<file path="src/design/assert_macros.svh">
// Assertion macros used by the sequencer RTL (i2cseq_step).
// Holds only macro definitions; no dependencies.
`ifndef ASSERT_MACROS_SVH
`define ASSERT_MACROS_SVH

// Property checked on every rising clock edge outside of reset.
`define ASSERT_CLKD(label, clk, rstn, prop, msg) \
    label: assert property (@(posedge clk) disable iff (!rstn) (prop)) \
        else $error(msg);

// Implication checked on every rising clock edge outside of reset.
`define ASSERT_IMPLIES(label, clk, rstn, ante, cons, msg) \
    label: assert property (@(posedge clk) disable iff (!rstn) (ante) |-> (cons)) \
        else $error(msg);

`endif

</file>
<file path="src/design/i2cseq_pkg.sv">
// Types and constants of the I2C register sequencer.
// No dependencies; used by every module of the block.
package i2cseq_pkg;

    localparam int MAX_READ_BYTES_DEF = 64;
    localparam int COUNT_W            = 7;
    localparam int POS_W              = 6;
    localparam logic [1:0] WRITE_MAX  = 2'd2;
    localparam int IN_TDATA_W         = 56;
    localparam int OUT_TDATA_W        = 40;

    typedef enum logic [1:0] {
        CMD_START_READ  = 2'd0,
        CMD_START_WRITE = 2'd1,
        CMD_TX_READY    = 2'd2,
        CMD_RX_BYTE     = 2'd3
    } cmd_t;

    typedef enum logic [2:0] {
        PH_IDLE  = 3'd0,
        PH_ADDR  = 3'd1,
        PH_SWRX  = 3'd2,
        PH_WDATA = 3'd3,
        PH_RDATA = 3'd4
    } phase_t;

    typedef struct packed {
        cmd_t               command;
        logic [6:0]         slave_address;
        logic [15:0]        register_address;
        logic [COUNT_W-1:0] byte_count;
        logic [15:0]        write_value;
        logic [7:0]         rx_data;
    } item_t;

    typedef struct packed {
        logic             busy_res;
        logic             done_res;
        logic [POS_W-1:0] rx_position;
        logic [7:0]       rx_byte_out;
        logic             rx_valid;
        logic             stop_request;
        logic             repeated_start_rx;
        logic [7:0]       tx_byte;
        logic             tx_valid;
        logic [6:0]       slave_address_out;
        logic             start_transmit;
    } result_t;

endpackage

</file>
<file path="src/design/i2cseq_step.sv">
// Sequencer state and the per-request decision logic.
// Depends on i2cseq_pkg and assert_macros.svh.
`include "assert_macros.svh"

module i2cseq_step
    import i2cseq_pkg::*;
#(
    parameter int MAX_READ_BYTES = MAX_READ_BYTES_DEF
) (
    input  logic    aclk,
    input  logic    aresetn,
    input  logic    step_en,
    input  item_t   item,
    output result_t result
);

    localparam logic [7:0] MaxRead = 8'(MAX_READ_BYTES);

    phase_t             phase_reg, phase_next;
    logic [15:0]        reg_addr_reg, reg_addr_next;
    logic               addr_sel_reg, addr_sel_next;
    logic [COUNT_W-1:0] rd_rem_reg, rd_rem_next;
    logic [POS_W-1:0]   rd_idx_reg, rd_idx_next;
    logic [1:0]         wr_rem_reg, wr_rem_next;
    logic               wr_idx_reg, wr_idx_next;
    logic [15:0]        wr_val_reg, wr_val_next;

    logic [COUNT_W-1:0] rd_count_sat;
    logic [1:0]         wr_count_sat;
    logic [COUNT_W-1:0] rd_rem_after;

    assign rd_count_sat = ({1'b0, item.byte_count} > MaxRead) ? MaxRead[COUNT_W-1:0]
                                                              : item.byte_count;
    assign wr_count_sat = (item.byte_count > COUNT_W'(WRITE_MAX)) ? WRITE_MAX
                                                                  : item.byte_count[1:0];
    // Remaining read count once the current received byte is taken.
    assign rd_rem_after = (rd_rem_reg != '0) ? rd_rem_reg - 1'b1 : rd_rem_reg;

    always_comb begin
        phase_next    = phase_reg;
        reg_addr_next = reg_addr_reg;
        addr_sel_next = addr_sel_reg;
        rd_rem_next   = rd_rem_reg;
        rd_idx_next   = rd_idx_reg;
        wr_rem_next   = wr_rem_reg;
        wr_idx_next   = wr_idx_reg;
        wr_val_next   = wr_val_reg;
        unique case (item.command) inside
            CMD_START_READ, CMD_START_WRITE: begin
                // A start always restarts, dropping any running transaction.
                phase_next    = PH_ADDR;
                reg_addr_next = item.register_address;
                addr_sel_next = 1'b0;
                rd_idx_next   = '0;
                wr_idx_next   = 1'b0;
                wr_val_next   = item.write_value;
                if (item.command == CMD_START_READ) begin
                    rd_rem_next = rd_count_sat;
                    wr_rem_next = '0;
                end else begin
                    rd_rem_next = '0;
                    wr_rem_next = wr_count_sat;
                end
            end
            CMD_TX_READY: begin
                unique case (phase_reg)
                    PH_ADDR: begin
                        if (!addr_sel_reg) begin
                            addr_sel_next = 1'b1;
                        end else begin
                            phase_next = (rd_rem_reg != '0) ? PH_SWRX : PH_WDATA;
                        end
                    end
                    PH_SWRX: begin
                        phase_next = PH_RDATA;
                    end
                    PH_WDATA: begin
                        if (wr_rem_reg != '0) begin
                            wr_idx_next = ~wr_idx_reg;
                            wr_rem_next = wr_rem_reg - 1'b1;
                        end else begin
                            phase_next = PH_IDLE;
                        end
                    end
                    default: ;
                endcase
            end
            CMD_RX_BYTE: begin
                if (phase_reg == PH_RDATA) begin
                    if (rd_rem_reg != '0) begin
                        rd_idx_next = rd_idx_reg + 1'b1;
                    end
                    rd_rem_next = rd_rem_after;
                    if (rd_rem_after == '0) begin
                        phase_next = PH_IDLE;
                    end
                end
            end
            default: ;
        endcase
    end

    always_comb begin
        result = '0;
        unique case (item.command) inside
            CMD_START_READ, CMD_START_WRITE: begin
                result.start_transmit    = 1'b1;
                result.slave_address_out = item.slave_address;
            end
            CMD_TX_READY: begin
                unique case (phase_reg)
                    PH_ADDR: begin
                        result.tx_valid = 1'b1;
                        result.tx_byte  = addr_sel_reg ? reg_addr_reg[7:0]
                                                       : reg_addr_reg[15:8];
                    end
                    PH_SWRX: begin
                        result.repeated_start_rx = 1'b1;
                        // A one-byte read has to ask for the stop right away.
                        result.stop_request = (rd_rem_reg == COUNT_W'(1));
                    end
                    PH_WDATA: begin
                        if (wr_rem_reg != '0) begin
                            result.tx_valid = 1'b1;
                            result.tx_byte  = wr_idx_reg ? wr_val_reg[7:0] : wr_val_reg[15:8];
                        end else begin
                            result.stop_request = 1'b1;
                            result.done_res     = 1'b1;
                        end
                    end
                    default: ;
                endcase
            end
            CMD_RX_BYTE: begin
                if (phase_reg == PH_RDATA) begin
                    if (rd_rem_reg != '0) begin
                        result.rx_valid    = 1'b1;
                        result.rx_byte_out = item.rx_data;
                        result.rx_position = rd_idx_reg;
                    end
                    result.stop_request = (rd_rem_after == COUNT_W'(1));
                    result.done_res     = (rd_rem_after == '0);
                end
            end
            default: ;
        endcase
        result.busy_res = (phase_next != PH_IDLE);
    end

    always_ff @(posedge aclk) begin
        if (!aresetn) begin
            phase_reg    <= PH_IDLE;
            reg_addr_reg <= '0;
            addr_sel_reg <= 1'b0;
            rd_rem_reg   <= '0;
            rd_idx_reg   <= '0;
            wr_rem_reg   <= '0;
            wr_idx_reg   <= 1'b0;
            wr_val_reg   <= '0;
        end else if (step_en) begin
            phase_reg    <= phase_next;
            reg_addr_reg <= reg_addr_next;
            addr_sel_reg <= addr_sel_next;
            rd_rem_reg   <= rd_rem_next;
            rd_idx_reg   <= rd_idx_next;
            wr_rem_reg   <= wr_rem_next;
            wr_idx_reg   <= wr_idx_next;
            wr_val_reg   <= wr_val_next;
        end
    end

    `ASSERT_CLKD(a_one_action, aclk, aresetn,
        !step_en || $onehot0({result.start_transmit, result.tx_valid,
                              result.repeated_start_rx, result.rx_valid}),
        "more than one bus action in a result")
    `ASSERT_IMPLIES(a_idle_clear, aclk, aresetn, phase_reg == PH_IDLE,
        rd_rem_reg == '0 && wr_rem_reg == '0, "idle with bytes still pending")
    `ASSERT_IMPLIES(a_wdata_no_read, aclk, aresetn, phase_reg == PH_WDATA,
        rd_rem_reg == '0, "write data phase with a read count")
    `ASSERT_CLKD(a_counts_sat, aclk, aresetn,
        wr_rem_reg <= WRITE_MAX && {1'b0, rd_rem_reg} <= MaxRead,
        "byte count above its saturation limit")

endmodule

</file>
<file path="src/design/i2cseq_out_reg.sv">
// Result register of the sequencer: holds one result until the receiver takes it.
// Depends on i2cseq_pkg.
module i2cseq_out_reg
    import i2cseq_pkg::*;
(
    input  logic                   aclk,
    input  logic                   aresetn,
    input  logic                   load,
    input  result_t                result_in,
    output logic                   m_axis_tvalid,
    input  logic                   m_axis_tready,
    output logic [OUT_TDATA_W-1:0] m_axis_tdata
);

    logic    valid_reg, valid_next;
    result_t data_reg;

    always_comb begin
        valid_next = valid_reg;
        if (load) begin
            valid_next = 1'b1;
        end else if (m_axis_tready) begin
            valid_next = 1'b0;
        end
    end

    always_ff @(posedge aclk) begin
        if (!aresetn) begin
            valid_reg <= 1'b0;
        end else begin
            valid_reg <= valid_next;
        end
    end

    always_ff @(posedge aclk) begin
        if (load) begin
            data_reg <= result_in;
        end
    end

    assign m_axis_tvalid = valid_reg;
    assign m_axis_tdata  = {(OUT_TDATA_W - $bits(result_t))'(0), data_reg};

endmodule

</file>
<file path="src/design/i2c_master_register_sequencer.sv">
// Top level of the I2C register sequencer: input register, step logic, result register.
// Depends on i2cseq_pkg, i2cseq_step and i2cseq_out_reg.
//
// Use: each slave-side request is one command for the sequencer: a start of a
// register read or write (with target, register address, count and write value),
// a transmit-ready event or a received-byte event from the bus controller.
// For every request exactly one result leaves on the master side; it tells the
// bus controller what to do next (start, byte to send, repeated start, stop)
// and carries received bytes with their position, plus done and busy flags.
// A request accepted into the input register moves on into the result register,
// where its result shows with m_axis_tvalid high.
// Throughput: one request per cycle while the receiver takes results; the sequencer state is updated in the same
// cycle that a request moves from the input register into the result register.
// When the receiver stalls, the result register holds and the input register
// keeps one more request; s_axis_tready drops only when both are full.
// Reset (aresetn low, synchronous) empties both registers and returns the
// sequencer to idle with all counters and saved addresses cleared.
module i2c_master_register_sequencer
    import i2cseq_pkg::*;
#(
    parameter int MAX_READ_BYTES = MAX_READ_BYTES_DEF
) (
    input  logic                   aclk,
    input  logic                   aresetn,
    input  logic                   s_axis_tvalid,
    output logic                   s_axis_tready,
    // slave_address, register_address, byte_count, write_value, rx_data, zero fill
    input  logic [IN_TDATA_W-1:0]  s_axis_tdata,
    // command
    input  logic [1:0]             s_axis_tuser,
    output logic                   m_axis_tvalid,
    input  logic                   m_axis_tready,
    // start_transmit, slave_address_out, tx_valid, tx_byte, repeated_start_rx,
    // stop_request, rx_valid, rx_byte_out, rx_position, done_res, busy_res, zero fill
    output logic [OUT_TDATA_W-1:0] m_axis_tdata
);

    logic    in_valid_reg, in_valid_next;
    item_t   in_item_reg;
    logic    advance;
    result_t step_result;

    assign advance       = in_valid_reg && (!m_axis_tvalid || m_axis_tready);
    assign s_axis_tready = !in_valid_reg || advance;

    always_comb begin
        in_valid_next = in_valid_reg;
        if (s_axis_tvalid && s_axis_tready) begin
            in_valid_next = 1'b1;
        end else if (advance) begin
            in_valid_next = 1'b0;
        end
    end

    always_ff @(posedge aclk) begin
        if (!aresetn) begin
            in_valid_reg <= 1'b0;
        end else begin
            in_valid_reg <= in_valid_next;
        end
    end

    always_ff @(posedge aclk) begin
        if (s_axis_tvalid && s_axis_tready) begin
            in_item_reg.command          <= cmd_t'(s_axis_tuser);
            in_item_reg.slave_address    <= s_axis_tdata[6:0];
            in_item_reg.register_address <= s_axis_tdata[22:7];
            in_item_reg.byte_count       <= s_axis_tdata[29:23];
            in_item_reg.write_value      <= s_axis_tdata[45:30];
            in_item_reg.rx_data          <= s_axis_tdata[53:46];
        end
    end

    i2cseq_step #(
        .MAX_READ_BYTES(MAX_READ_BYTES)
    ) u_step (
        .aclk    (aclk),
        .aresetn (aresetn),
        .step_en (advance),
        .item    (in_item_reg),
        .result  (step_result)
    );

    i2cseq_out_reg u_out_reg (
        .aclk          (aclk),
        .aresetn       (aresetn),
        .load          (advance),
        .result_in     (step_result),
        .m_axis_tvalid (m_axis_tvalid),
        .m_axis_tready (m_axis_tready),
        .m_axis_tdata  (m_axis_tdata)
    );

endmodule

</file>
<file path="config.mk">
export PLATFORM = sky130hd
export DESIGN_NAME = i2c_master_register_sequencer
export DESIGN_NICKNAME = d
export VERILOG_FILES = /design/src/design/i2cseq_pkg.sv /design/src/design/i2cseq_step.sv /design/src/design/i2cseq_out_reg.sv /design/src/design/i2c_master_register_sequencer.sv
export VERILOG_INCLUDE_DIRS = /design/src /design/src/design
export SDC_FILE = /design/constraint.sdc
export NUM_CORES = 1
export LEC_CHECK = 0
export BUFFER_PORTS_ARGS = -buffer_cell sky130_fd_sc_hd__buf_2
export CAP_MARGIN = 20
export CORE_UTILIZATION = 50
export DETAILED_ROUTE_END_ITERATION = 6
export PLACE_DENSITY = 0.81
export RECOVER_POWER = 25
export SETUP_SLACK_MARGIN = 0.5
export SYNTH_ARGS = -nofsm -noshare
export SYNTH_HDL_FRONTEND = slang
export SYNTH_SLANG_ARGS = --single-unit
</file>
<file path="constraint.sdc">
create_clock -name aclk -period 3.29 [get_ports aclk]
set_input_delay 0.329 -clock aclk [delete_from_list [all_inputs] [get_ports aclk]]
set_output_delay 0.329 -clock aclk [all_outputs]
set_load 0.03 [all_outputs]
</file>
==> metrics.md <==
| Metric | Value |
|---|---|
| TritonCTS clock tree | `done` |
| Largest net degree at the start of global routing | `42` |
| Die width | `109 microns` |
| Sequential share of the synthesized area | `roughly 67%` |
| Max Fanout on Critical Path | `10` |
| Sink Count | `roughly 150` |
| Internal power | `3.15 mW` |
| Psw | `around 0.93 mW` |
| Min-Delay Path Depth | `1` |
| HPWL Detailed | `between 7000 and 8000 microns` |
| DR iter-0 viols | `~230` |
| Crit share post-route | `between 70% and 80%` |
| Drt wl/cell | `between 10 and 15 microns` |
| Synth-to-Final Area Change | `20.3%` |
| HP Start | `s_axis_tdata[47]` |
| Clk pwr share | `42.9%` |
| Number of synthesized flops with an enable pin | `between 90 and 100` |
| Relative slew slack | `-17.1%` |
| FP Rows | `38` |
| Vias in the first global route | `~3.9k` |
| Status | `finished with violations` |
| Final max-slew violation count | `42` |
| Synth Instances | `496` |
| Syn Area/Cell | `11.6 sq um` |
| Die ar. | `around 12000 sq um` |
| P_leak | `about 2.6 nW` |
| Crit path required time | `3.58 ns` |
| Final hold vios | `0` |
| Via-per-instance ratio | `roughly 5.3` |
| Antenna violations before repair | `0` |
| First-pass GRT wire length | `about 18000 microns` |
| Port Buf Inserts | `97` |
| Total power | `around 4.1 mW` |
| DRC violations left | `0` |
| Root Driver | `clkbuf_16` |
| # IOs | `roughly 100` |
| Final WL | `~11000 microns` |
| CTS resizes | `0` |
| Startpoint class of the critical path | `flip-flop` |
| Slew @ Worst Pin | `about 1.8 ns` |
| Worst vdd ir | `~0.00047 V` |
| Post-CTS Setup Bufs | `0` |
| Switching share of power | `between 20 and 25%` |
| Final setup violating endpoints | `0` |
| Hold EP | `in_item_reg[1]` |
| Setup TNS | `0 ns` |
| # hold bufs at CTS | `0` |
| GRT Util Overall | `20.5%` |
| Max-cap viol count | `1` |
| Gr ovfl total | `0` |
| Worst hold path class | `in2reg` |
| Reg power frac | `50.5%` |
| Initial Utilization | `between 50% and 60%` |
| Largest register FFs | `56` |
| CP arrival | `between 2 and 3 ns` |
| Mapped Area | `approximately 5700 sq um` |
| Critical path capture point type | `flip-flop` |
| Path type of the worst setup path | `reg2reg` |
| FF-to-FF End | `u_step.rd_idx_reg[4]` |
| Layout cell share with drive strength beyond 1 | `25.4%` |
| H-tree lvl count | `4` |
| YS warnings | `0` |
| Comb power frac | `under 10%` |
| Total CTS buffers | `17` |
| Synth cell types | `48` |
| Ant diodes | `0` |
| Worst reg-to-reg path cell count | `7` |
| DRT antenna net count | `0` |
| Die Y | `109 microns` |
| Clk slew on worst S/H paths | `0.06 ns` |
| Origin of the critical flop-to-flop path | `u_step.rd_rem_reg[0]` |
| Core area | `roughly 11000 sq um` |
| Final nets | `664` |
| Maximum root-to-sink buffer count | `2` |
| Post-route minimum period | `between 2 and 3 ns` |
| Filler instances | `roughly 860` |
| Asr flop ratio synth | `0%` |
| RSZ-0062 raised after global routing | `false` |
| GP Congestion | `between 0.8 and 0.9` |
| Failing checks | `capacitance limit, slew limit` |
| Clock Skew | `between 0.005 and 0.006 ns` |
| Fmax | `about 400 MHz` |
| Primary FF master, synth | `edfxtp_1` |
| Synth Register Bits | `around 150` |
| Vias | `around 4.0k` |
| FF-to-FF setup slack | `roughly 0.77 ns` |
| First-pass DRT Iterations | `6` |
| Power Dens Cells | `between 500 and 600 nW/um^2` |
| Clk_lat worst skew | `0.41 ns` |
-- power groups by stage --
stage	clock network [mW]	logic, mW	registers, mW
after floorplan	0	0.146	2.13
after global placement	0	0.260	2.10
after detailed placement	0	0.269	2.10
after CTS	1.78	0.271	2.06
after global routing	1.85	0.297	2.07
final	1.75	0.268	2.06
-- cells in the final DEF (no fill, tap or decap), drive strengths merged, types with 2 or more instances in the layout --
cell | Yosys | routed
and2 | 16 | 16
o211ai | 3 | 3
conb | 1 | 4
a211oi | 7 | 7
a2111oi | 2 | 2
o22ai | 2 | 2
o31ai | 2 | 2
ha | 5 | 5
mux2 | 9 | 9
a222oi | 8 | 8
a21oi | 48 | 48
buf | 5 | 104
nor2b | 11 | 11
nand3 | 4 | 4
nor4bb | 2 | 2
or2 | 4 | 4
edfxtp | 92 | 92
a21o | 4 | 4
o21ai | 16 | 16
clkinvlp | 0 | 5
nor4 | 4 | 4
inv | 10 | 11
clkbuf | 25 | 23
nand4b | 2 | 2
dfxtp | 54 | 54
nand2b | 5 | 5
or3 | 4 | 4
or4 | 3 | 3
a31oi | 2 | 2
xnor2 | 4 | 4
clkinv | 0 | 7
nand2 | 87 | 87
nor2 | 38 | 38
nor3b | 2 | 2
nor3 | 6 | 6
-- synth_stat cells, drive strengths merged (2+ instances only) --
| library cell | instances | area, sq um |
|---|---|---|
| edfxtp | 92 | 2760 |
| nor4 | 4 | 25.0 |
| ha | 5 | 62.6 |
| clkbuf | 25 | 93.8 |
| mux2 | 9 | 101 |
| nand4b | 2 | 17.5 |
| nor2b | 11 | 68.8 |
| buf | 5 | 41.3 |
| or4 | 3 | 22.5 |
| o211ai | 3 | 22.5 |
| a222oi | 8 | 80.1 |
| o31ai | 2 | 15.0 |
| or2 | 4 | 27.5 |
| a211oi | 7 | 57.6 |
| or3 | 4 | 26.3 |
| o22ai | 2 | 12.5 |
| inv | 10 | 37.5 |
| nor4bb | 2 | 20.0 |
| nand2 | 87 | 327 |
| nor3b | 2 | 15.0 |
| o21ai | 16 | 80.1 |
| dfxtp | 54 | 1080 |
| a21o | 4 | 31.3 |
| nand3 | 4 | 20.0 |
| nor2 | 38 | 143 |
| and2 | 16 | 100 |
| a31oi | 2 | 12.5 |
| a2111oi | 2 | 17.5 |
| nand2b | 5 | 31.3 |
| a21oi | 48 | 240 |
| nor3 | 6 | 30.0 |
| xnor2 | 4 | 35.0 |
-- cell type report --
| class | instances | area (sq um) | share of cell area (%) |
|---|---|---|---|
| multi-input cells | 313 | 1740 | 25.2 |
| clock inverters | 14 | 115 | 1.67 |
| well taps | 140 | 175 | 2.54 |
| clock buffers | 18 | 429 | 6.21 |
| repair buffers | 109 | 564 | 8.17 |
| inverters | 10 | 37.5 | 0.544 |
| flip-flops and latches | 146 | 3840 | 55.7 |
-- cells by family after synthesis --
logic type | share of synthesized area (%)
AOI/OAI and AO/OA | 10.7
xor gates and xnor gates | 0.610
adders and majority gates | 1.09
buffers and inverters | 3.01
DFF | 66.9
muxes | 1.94
other | 0.0653
and+or+nand+nor | 15.6
-- how the worst max path moves through the flow --
stage / from / to / slack [ns] / depth (start not counted)
after floorplan: u_out_reg.m_axis_tvalid / in_item_reg[0] / 0.65 / 3
after global placement: u_step.rd_rem_reg[2] / u_out_reg.m_axis_tdata[35] / 0.91 / 5
after detailed placement: u_step.rd_rem_reg[2] / u_out_reg.m_axis_tdata[35] / 0.88 / 5
after CTS: u_step.rd_rem_reg[0] / u_step.rd_idx_reg[4] / 0.80 / 7
after global routing: u_step.rd_rem_reg[0] / u_step.rd_idx_reg[4] / 0.66 / 7
final: u_step.rd_rem_reg[0] / u_step.rd_idx_reg[4] / 0.77 / 7
-- worst max-delay path, cell delays in order (launching register included) --
cell and delay [ns]:
dfxtp_1 0.52, inv_1 0.16, ha_1 0.24, nand2b_1 0.21, o211ai_1 0.23, a2111oi_0 0.75
xnor2_1 0.23, nor2_1 0.07
-- metrics by stage --
stage / hold slack (ns) / utilization, % / area [sq um] / cells / setup slack (ns)
after floorplan: 0.428 / - / 5750 / 499 / 0.646
after global placement: 0.438 / 57.8 / 6370 / 718 / 0.908
after detailed placement: 0.445 / 57.8 / 6370 / 718 / 0.882
after CTS: 0.0735 / 62.7 / 6920 / 750 / 0.803
after global routing: 0.0682 / 62.6 / 6910 / 750 / 0.662
final: 0.0893 / 62.6 / 6910 / 750 / 0.767
-- layer usage --
metal	track usage [%]	wire (microns)	vias to the layer above
met5	0	0	-
met4	8.88	182	0
met3	6.04	683	16
met2	34.6	5800	141
met1	24.1	4560	1874
li1	-	-	1969
(Power assumes the default switching activity.)
